[src/rtl/core/mmat_pkg.sv]
// Shared types and constants for the multichannel moving average core.
`timescale 1ns / 1ps

package mmat_pkg;

   localparam int CHANNEL_W   = 4;
   localparam int SAMPLE_BITS = 32;
   localparam int TREND_W     = 2;

   localparam int WIN_SIZE  = 5;
   localparam int WIN_SLOTS = 4;
   localparam int SLOT_W    = 2;
   localparam int FILL_W    = 3;

   // A sum of five samples needs three extra bits; the divider retires
   // DIV_STEP quotient bits per cycle.
   localparam int SUM_W      = SAMPLE_BITS + 3;
   localparam int DIV_STEP   = 7;
   localparam int DIV_CYCLES = SUM_W / DIV_STEP;

   localparam logic [TREND_W-1:0] TREND_EQUAL = 2'd0;
   localparam logic [TREND_W-1:0] TREND_ROSE  = 2'd1;
   localparam logic [TREND_W-1:0] TREND_FELL  = 2'd2;

   typedef struct packed {
      logic [CHANNEL_W-1:0]   channel;
      logic [SAMPLE_BITS-1:0] sample;
   } req_type;

   typedef struct packed {
      logic [CHANNEL_W-1:0]   channel_out;
      logic [SAMPLE_BITS-1:0] latest;
      logic [SAMPLE_BITS-1:0] mean;
      logic [TREND_W-1:0]     sample_trend;
      logic [TREND_W-1:0]     mean_trend;
   } rsp_type;

   typedef struct packed {
      logic [FILL_W-1:0]      fill;
      logic [SLOT_W-1:0]      slot;
      logic [SAMPLE_BITS-1:0] last_sample;
      logic [SAMPLE_BITS-1:0] last_mean;
   } chan_state_type;

   function automatic logic [TREND_W-1:0] trend_of(input logic [SAMPLE_BITS-1:0] prev,
                                                   input logic [SAMPLE_BITS-1:0] now);
      logic [TREND_W-1:0] code;
      if (now > prev) begin
         code = TREND_ROSE;
      end else if (now < prev) begin
         code = TREND_FELL;
      end else begin
         code = TREND_EQUAL;
      end
      return code;
   endfunction

endpackage

[src/rtl/core/mmat_ram.sv]
// Generic single-write, single-read synchronous RAM with registered read data.
`timescale 1ns / 1ps

module mmat_ram #(
   parameter int WIDTH = 32,
   parameter int DEPTH = 64
) (
   input  logic                                   clock,
   input  logic                                   wr_en,
   input  logic [(DEPTH > 1 ? $clog2(DEPTH) : 1)-1:0] wr_addr,
   input  logic [WIDTH-1:0]                       wr_data,
   input  logic                                   rd_en,
   input  logic [(DEPTH > 1 ? $clog2(DEPTH) : 1)-1:0] rd_addr,
   output logic [WIDTH-1:0]                       rd_data
);

   logic [WIDTH-1:0] mem_ff [DEPTH];
   logic [WIDTH-1:0] rd_data_ff;

   always_ff @(posedge clock) begin
      if (wr_en) begin
         mem_ff[wr_addr] <= wr_data;
      end
      if (rd_en) begin
         rd_data_ff <= mem_ff[rd_addr];
      end
   end

   assign rd_data = rd_data_ff;

endmodule

[src/rtl/core/multichannel_moving_average_trend_core.sv]
// Top level of the multichannel moving average core with trend codes.
`timescale 1ns / 1ps

// Each beat on req carries a channel and an unsigned Q16.16 sample; one beat
// on rsp comes back with the sample, the truncated mean of it and up to four
// earlier samples of that channel, and rise/fall/equal codes against the
// previous sample and mean. Items are handled one at a time: an in-range
// item goes through one state read, four history reads through the single
// history read port, a 7-bit-per-cycle divider and one write-back, which
// waits while an earlier result is still held, before the next acceptance;
// its result is registered at the write-back. A channel at or above
// CHANNELS is dropped with no result. The output register lets the next
// item start while a result waits. Per-channel state clears at reset through
// valid bits, so there is no clearing pass.
module multichannel_moving_average_trend_core #(
   parameter int CHANNELS = 16
) (
   input  logic             clock,
   input  logic             reset,
   input  logic             req_valid,
   output logic             req_ready,
   input  mmat_pkg::req_type req_data,
   output logic             rsp_valid,
   input  logic             rsp_ready,
   output mmat_pkg::rsp_type rsp_data
);

   import mmat_pkg::*;

   localparam int CH_W     = (CHANNELS > 1) ? $clog2(CHANNELS) : 1;
   localparam int CH_DEPTH = 1 << CH_W;
   localparam int ST_W     = $bits(chan_state_type);

   localparam logic [2:0] SUM_LAST = 3'(WIN_SLOTS - 1);
   localparam logic [2:0] DIV_LAST = 3'(DIV_CYCLES - 1);

   typedef enum logic [4:0] {
      S_IDLE  = 5'b00001,
      S_READ  = 5'b00010,
      S_SUM   = 5'b00100,
      S_DIV   = 5'b01000,
      S_WRITE = 5'b10000
   } fsm_state_type;

   fsm_state_type state_ff, state_in;

   logic [CHANNEL_W-1:0]   chan_ff, chan_in;
   logic [SAMPLE_BITS-1:0] sample_ff, sample_in;
   logic [2:0]             cnt_ff, cnt_in;
   logic [SUM_W-1:0]       sum_ff, sum_in;
   logic [SUM_W-1:0]       quot_ff, quot_in;
   logic [2:0]             rem_ff, rem_in;
   logic [2:0]             divisor_ff, divisor_in;
   logic                   hit_ff, hit_in;
   logic [CH_DEPTH-1:0]    valid_ff, valid_in;
   logic                   rsp_valid_ff, rsp_valid_in;
   rsp_type                rsp_data_ff, rsp_data_in;

   logic [CH_W-1:0]        ch_addr;
   logic                   in_range;
   logic                   fire;
   logic [ST_W-1:0]        st_rd_raw;
   chan_state_type         st_rd, st_now, st_wr;
   logic [SAMPLE_BITS-1:0] hist_rd;
   logic [SLOT_W-1:0]      hist_slot;
   logic                   hist_rd_en;
   logic [2:0]             stored;
   logic [SAMPLE_BITS-1:0] mean;
   logic [2:0]             div_rem;
   logic [SUM_W-1:0]       div_quot;

   assign ch_addr   = CH_W'(chan_ff);
   assign in_range  = int'(req_data.channel) < CHANNELS;
   assign req_ready = (state_ff == S_IDLE);
   assign fire      = (state_ff == S_WRITE) && (!rsp_valid_ff || rsp_ready);

   // A channel never written since reset reads as all zero.
   assign st_rd  = chan_state_type'(st_rd_raw);
   assign st_now = hit_ff ? st_rd : '0;
   assign stored = (st_now.fill > 3'(WIN_SLOTS)) ? 3'(WIN_SLOTS) : st_now.fill;
   assign mean   = quot_ff[SAMPLE_BITS-1:0];

   assign hist_slot  = (state_ff == S_READ) ? '0 : SLOT_W'(cnt_ff + 3'd1);
   assign hist_rd_en = (state_ff == S_READ) || ((state_ff == S_SUM) && (cnt_ff != SUM_LAST));

   always_comb begin
      st_wr             = st_now;
      st_wr.fill        = (st_now.fill < 3'(WIN_SIZE)) ? st_now.fill + 3'd1 : st_now.fill;
      st_wr.slot        = st_now.slot + SLOT_W'(1);
      st_wr.last_sample = sample_ff;
      st_wr.last_mean   = mean;
   end

   // Restoring division by 1..5: the remainder stays below the divisor.
   always_comb begin
      logic [2:0] r;
      logic [3:0] t;
      logic [SUM_W-1:0] q;
      r = rem_ff;
      q = quot_ff;
      for (int i = 0; i < DIV_STEP; i++) begin
         t = {r, sum_ff[SUM_W-1-i]};
         if (t >= {1'b0, divisor_ff}) begin
            r = 3'(t - {1'b0, divisor_ff});
            q = {q[SUM_W-2:0], 1'b1};
         end else begin
            r = t[2:0];
            q = {q[SUM_W-2:0], 1'b0};
         end
      end
      div_rem  = r;
      div_quot = q;
   end

   always_comb begin
      state_in     = state_ff;
      chan_in      = chan_ff;
      sample_in    = sample_ff;
      cnt_in       = cnt_ff;
      sum_in       = sum_ff;
      quot_in      = quot_ff;
      rem_in       = rem_ff;
      divisor_in   = divisor_ff;
      hit_in       = hit_ff;
      valid_in     = valid_ff;
      rsp_valid_in = rsp_valid_ff && !rsp_ready;
      rsp_data_in  = rsp_data_ff;
      case (state_ff)
         S_IDLE: begin
            if (req_valid && in_range) begin
               chan_in   = req_data.channel;
               sample_in = req_data.sample;
               state_in  = S_READ;
            end
         end
         S_READ: begin
            hit_in   = valid_ff[ch_addr];
            sum_in   = SUM_W'(sample_ff);
            cnt_in   = '0;
            state_in = S_SUM;
         end
         S_SUM: begin
            if (cnt_ff < stored) begin
               sum_in = sum_ff + SUM_W'(hist_rd);
            end
            cnt_in = cnt_ff + 3'd1;
            if (cnt_ff == SUM_LAST) begin
               divisor_in = stored + 3'd1;
               quot_in    = '0;
               rem_in     = '0;
               cnt_in     = '0;
               state_in   = S_DIV;
            end
         end
         S_DIV: begin
            quot_in = div_quot;
            rem_in  = div_rem;
            sum_in  = sum_ff << DIV_STEP;
            cnt_in  = cnt_ff + 3'd1;
            if (cnt_ff == DIV_LAST) begin
               state_in = S_WRITE;
            end
         end
         S_WRITE: begin
            if (fire) begin
               valid_in[ch_addr]        = 1'b1;
               rsp_valid_in             = 1'b1;
               rsp_data_in.channel_out  = chan_ff;
               rsp_data_in.latest       = sample_ff;
               rsp_data_in.mean         = mean;
               rsp_data_in.sample_trend = trend_of(st_now.last_sample, sample_ff);
               rsp_data_in.mean_trend   = trend_of(st_now.last_mean, mean);
               state_in                 = S_IDLE;
            end
         end
         default: begin
            state_in = S_IDLE;
         end
      endcase
   end

   always_ff @(posedge clock) begin
      if (reset) begin
         state_ff     <= S_IDLE;
         valid_ff     <= '0;
         rsp_valid_ff <= 1'b0;
         cnt_ff       <= '0;
         hit_ff       <= 1'b0;
      end else begin
         state_ff     <= state_in;
         valid_ff     <= valid_in;
         rsp_valid_ff <= rsp_valid_in;
         cnt_ff       <= cnt_in;
         hit_ff       <= hit_in;
      end
      chan_ff     <= chan_in;
      sample_ff   <= sample_in;
      sum_ff      <= sum_in;
      quot_ff     <= quot_in;
      rem_ff      <= rem_in;
      divisor_ff  <= divisor_in;
      rsp_data_ff <= rsp_data_in;
   end

   // Per-channel counters and last values. Items never overlap, so the
   // write-back lands before the next read of any entry.
   mmat_ram #(
      .WIDTH (ST_W),
      .DEPTH (CH_DEPTH)
   ) u_state_ram (
      .clock   (clock),
      .wr_en   (fire),
      .wr_addr (ch_addr),
      .wr_data (ST_W'(st_wr)),
      .rd_en   (state_ff == S_READ),
      .rd_addr (ch_addr),
      .rd_data (st_rd_raw)
   );

   // Four history slots per channel.
   mmat_ram #(
      .WIDTH (SAMPLE_BITS),
      .DEPTH (CH_DEPTH * WIN_SLOTS)
   ) u_hist_ram (
      .clock   (clock),
      .wr_en   (fire),
      .wr_addr ({ch_addr, st_now.slot}),
      .wr_data (sample_ff),
      .rd_en   (hist_rd_en),
      .rd_addr ({ch_addr, hist_slot}),
      .rd_data (hist_rd)
   );

   assign rsp_valid = rsp_valid_ff;
   assign rsp_data  = rsp_data_ff;

endmodule

[config.mk]
export PLATFORM = sky130hd
export DESIGN_NAME = multichannel_moving_average_trend_core
export DESIGN_NICKNAME = d
export VERILOG_FILES = /design/src/rtl/core/mmat_pkg.sv /design/src/rtl/core/mmat_ram.sv /design/src/rtl/core/multichannel_moving_average_trend_core.sv
export SDC_FILE = /design/constraint.sdc
export NUM_CORES = 2
export LEC_CHECK = 0
export CAP_MARGIN = 30
export CELL_PAD_IN_SITES_DETAIL_PLACEMENT = 2
export CELL_PAD_IN_SITES_GLOBAL_PLACEMENT = 2
export CORE_ASPECT_RATIO = 1.75
export CORE_MARGIN = 3
export CORE_UTILIZATION = 53
export DETAILED_ROUTE_END_ITERATION = 16
export DONT_BUFFER_PORTS = 1
export PLACE_DENSITY_LB_ADDON = 0.3
export SYNTH_ARGS = -nofsm -noshare
export SYNTH_HDL_FRONTEND = slang
export SYNTH_SLANG_ARGS = --single-unit
[constraint.sdc]
create_clock -name clock -period 18.35 [get_ports clock]
set_input_delay 0.9175 -clock clock [delete_from_list [all_inputs] [get_ports clock]]
set_output_delay 0.9175 -clock clock [all_outputs]
set_load 0.02 [all_outputs]
==> impl_results.md, run 1 <==
* Area share of the largest cell type after synthesis at 76.2%
* Largest family of logic cells by synthesized area: multiplexers
* Post-Syn Area at 135000 um^2
* Run status: stopped before the end
* Most frequent cell after synthesis: edfxtp_1
* Synth top cells by count: edfxtp_1 (3434), nand2_1 (602), o21ai_0 (455)
* Avg Inst Size Synth at about 17 um^2
* I/O Buffers at 0
* Initial Util at 53.4%
* Post-Synthesis Cells at 7760
* Post-Synth Simple-Gate Area at 4.49%
* EDFF count, synth at 3434
* Die W at 388 um
* FF+latch count, synth at 3460
* Hpwl dp at 381 mm
* Post-synthesis adder-cell area fraction at 1.28%
* Synthesized Nets at 7934
* Post-synth cell types at 76
* Area contributors post-synth: edfxtp_1 (76%), mux4_2 (5.8%), mux2i_1 (3.1%)
* Ports at 114
* Exit stage: detailed placement
* Synth area leader: edfxtp_1
* Synth Warn # at 0
* Ys flop type: edfxtp_1
* Synth Area in XOR/XNOR at 0.233%
* Post-synth ARST share at 0%
* Register area share after synthesis at about three quarters
* Compound-Gate Fraction of Synth Area at under 10%
* Cell Rows at 244
* Height of the die at just under 700 um
* Tool Error: [ERROR DPL-0033] detailed placement checks failed during check placement.
* Multiplexer share of the synthesized area at 9.21%
* Gpl congestion at about 0.9
==> metrics by stage <==
| stage | instances | hold WS [ps] | instance area, um^2 | setup WS, ps |
|---|---|---|---|---|
| floorplan | 7760 | 435 | 135000 | 8120 |
| global placement | 10900 | 442 | 141000 | 5780 |
==> kinds of logic after synthesis <==
family                   Yosys count
AO/OA/AOI/OAI                   1472
XOR/XNOR                          36
adder cells (fa/ha/maj)          134
buffers and inverters            532
flip-flops                      3460
multiplexers                     801
AND/OR/NAND/NOR                 1325
==> run 2: changes to the inputs <==
- CELL_PAD_IN_SITES_DETAIL_PLACEMENT: 2 -> default
- CELL_PAD_IN_SITES_GLOBAL_PLACEMENT: 2 -> default
- CORE_ASPECT_RATIO: 1.75 -> default
- CORE_UTILIZATION: 53 -> 40
- PLACE_DENSITY_LB_ADDON: 0.3 -> 0.15
==> run 2 against run 1 <==
The flow now finishes without violations; synthesized cell count did not move; area after synthesis did not move.
==> impl_results.md, run 2 <==
* Biggest register: u_hist_ram.mem_ff
* WP buf/inv at 6
* CTS Root Cell: clkbuf_16
* Post-synth cell types at 76 (unchanged)
* Relative slew slack at 19.5%
* R2R setup slack at 6150 ps
* Clk Latency, worst-skew pair at 950 ps
* CTS Buffer Depth at 4
* Initial DRC count at 9740
* Most frequent cell after synthesis: edfxtp_1 (unchanged)
* Vias in the first global route at ~75000
* Remaining antenna violation count at 0
* Critical path class: reg2reg
* Final Skew at roughly 45 ps
* Final Cycle Share at 66.5%
* Actual transition at the worst max-transition pin at 1200 ps
* CORE AREA at around 340000 um^2
* Hold Path Class: in2reg
* Area contributors post-synth: edfxtp_1 (76%), mux4_2 (5.8%), mux2i_1 (3.1%) (unchanged)
* CP Capture Type: register
* Gpl congestion at 0.854 (was 0.874)
* Die area at ~350000 um^2
* Die W at 588 um (was 388 um)
* Peak VDD IR at 84.2 uV
* I/O Buffers at 0 (unchanged)
* NetSw at 0.00441 W
* Max reg flops at 2048
* CP max stage cell: edfxtp_1
* Worst Setup Start Kind: register
* CP Max Fanout at 9
* Post-CTS Hold Buffers at 25
* Initial Util at 40.4% (was 53.4%)
* Power per standard cell area at ~120 nW/um^2
* Sequential share of power at 49.7%
* Cell Rows at 212 (was 244)
* Postcts setup bufs at 0
* Drt drc at 0
* Synthesized Nets at 7934 (unchanged)
* CP peak stage delay at 660 ps
* Register area share after synthesis at 76.6% (unchanged)
* CTS tree: done
* Area growth, synth to finish at 14.2%
* Vias at 76900
* Achievable Freq at 0.0820 GHz
* GR Util All Layers at between 20% and 30%
* Synth Warn # at 0 (unchanged)
* Initial DRT Pass Iterations at 6
* Most frequent cells in the layout: edfxtp_1 (3434), nand2_1 (596), o21ai_0 (454)
* FF+latch count, synth at 3460 (unchanged)
* Switching share of power at 24.6%
* Layout cell share with drive strength beyond 1 at 15.8%
* Fin Setup TNS at 0 ps
* Area share of the largest cell type after synthesis at 76.2% (unchanged)
* CTS Sinks at 3460
* Hpwl dp at 243 mm (was 381 mm)
* Post-Syn Area at 135000 um^2 (unchanged)
* Internal power at 0.0135 W
* Comb power frac at 10.2%
* Ys flop type: edfxtp_1 (unchanged)
* Minimum clock period at about 12000 ps
* Largest net degree at the start of global routing at 143
* Routed len/inst at 34.5 um
* Placed Area at 143000 um^2
* Pwr Total at 0.0179 W
* Synth top cells by count: edfxtp_1 (3434), nand2_1 (602), o21ai_0 (455) (unchanged)
* Setup violations, final at 0
* Synth area leader: edfxtp_1 (unchanged)
* Critical path arrival at around 13000 ps
* Ports at 114 (unchanged)
* Avg Inst Size Synth at 17.4 um^2 (unchanged)
* EDFF count, synth at 3434 (unchanged)
* Lkg Pwr at 47.8 nW
* Post-Synthesis Cells at 7760 (unchanged)
* CTS resizes at 0
* Vias/cell at 6.02
* Global-route wire length before repair at 610 mm
* Clk pwr share at 40.1%
* Commonest non-fill, non-tap cell in the layout: edfxtp_1
* Gr ovfl total at 0
* Top cell family by delay on the critical path: compound AO/OA/AOI/OAI gates
* Maxcap violations at 0
* H-Tree Depth at 5
* Height of the die at 588 um (was 675 um)
* Drt total wl at 442 mm
* Run status: complete, no violations (was stopped before the end)
* RSZ-0062 raised after global routing: false
* Antenna violations before repair at 35
* Final hold violations at 0
* Num CTS Buffers at 363
* Clk slew on worst S/H paths at ~60 ps
* Post-synth ARST share at 0% (unchanged)
* Worst EP required at ~19000 ps
* Layout Nets at 8155
* Final Instance Area at 155000 um^2
* Final max-slew violation count at 0
-- run 2: cell counts after synthesis --
Identical to the previous run, type by type.
-- run 2: cell families (layout without fill, tap and decap cells) --
| logic type | count (synthesis) | count (layout) | share of synthesized area [%] |
|---|---|---|---|
| flops | 3460 | 3460 | 76.6 |
| simple gates | 1325 | 1325 | 4.49 |
| compound gates | 1472 | 1472 | 6.75 |
| mux | 801 | 801 | 9.21 |
| fa+ha+maj | 134 | 134 | 1.28 |
| buf+inv | 532 | 1054 | 1.48 |
| xor+xnor | 36 | 36 | 0.233 |
| other cells | 0 | 6 | 0 |
-- run 2: power groups by stage --
| stage | sequential (W) | combinational, W | clock, W |
|---|---|---|---|
| 6_report | 0.00893 | 0.00182 | 0.00719 |
| 5_1_grt | 0.00892 | 0.00191 | 0.00762 |
| 2_1_floorplan | 0.00918 | 0.000904 | 0 |
| 3_5_place_dp | 0.00909 | 0.00180 | 0 |
| 3_3_place_gp | 0.00910 | 0.00177 | 0 |
| 4_1_cts | 0.00893 | 0.00181 | 0.00731 |
-- run 2: final timing paths --
| kind | cells past startpoint | to | start |
|---|---|---|---|
| max | 51 | rem_ff[2] | divisor_ff[1] |
| min | 0 | ch_addr[0] | req_data[32] |
| max reg2reg | 51 | rem_ff[2] | divisor_ff[1] |
| min reg2reg | 0 | rsp_data[56] | sample_ff[20] |
-- run 2: layout make-up --
class                      count  area (um^2)
multi-input combinational   3768        30400
inverter                      59          282
fill                       28800       181000
timing repair buffer         329         3050
tap                         4494         5620
antenna                        6         15.0
sequential                  3460       104000
clock buffer                 457         9600
clock inverter               209         1900
-- run 2: per-stage QoR --
| stage | setup slack, ps | hold WS [ps] | instances | utilization (%) |
|---|---|---|---|---|
| floorplan | 8120 | 435 | 7760 | - |
| global placement | 5710 | 433 | 12100 | 42.5 |
| detailed placement | 6060 | 435 | 12100 | 42.5 |
| CTS | 6010 | 3.03 | 12800 | 46.1 |
| global route | 5280 | 21.6 | 12800 | 46.1 |
| finish | 6150 | 64.9 | 12800 | 46.1 |
-- run 2: layer usage --
layer | part of all wire, % | vias up | wire length [um] | track usage, %
met2 | 48 | 3511 | 211000 | 40.6
met4 | 4.3 | 4 | 19100 | 9.86
met5 | 0.0054 | - | 24 | 0
li1 | - | 31700 | - | -
met3 | 7.5 | 702 | 33300 | 3.52
met1 | 40 | 41000 | 178000 | 34.1
Power figures use the tool's default switching activity.
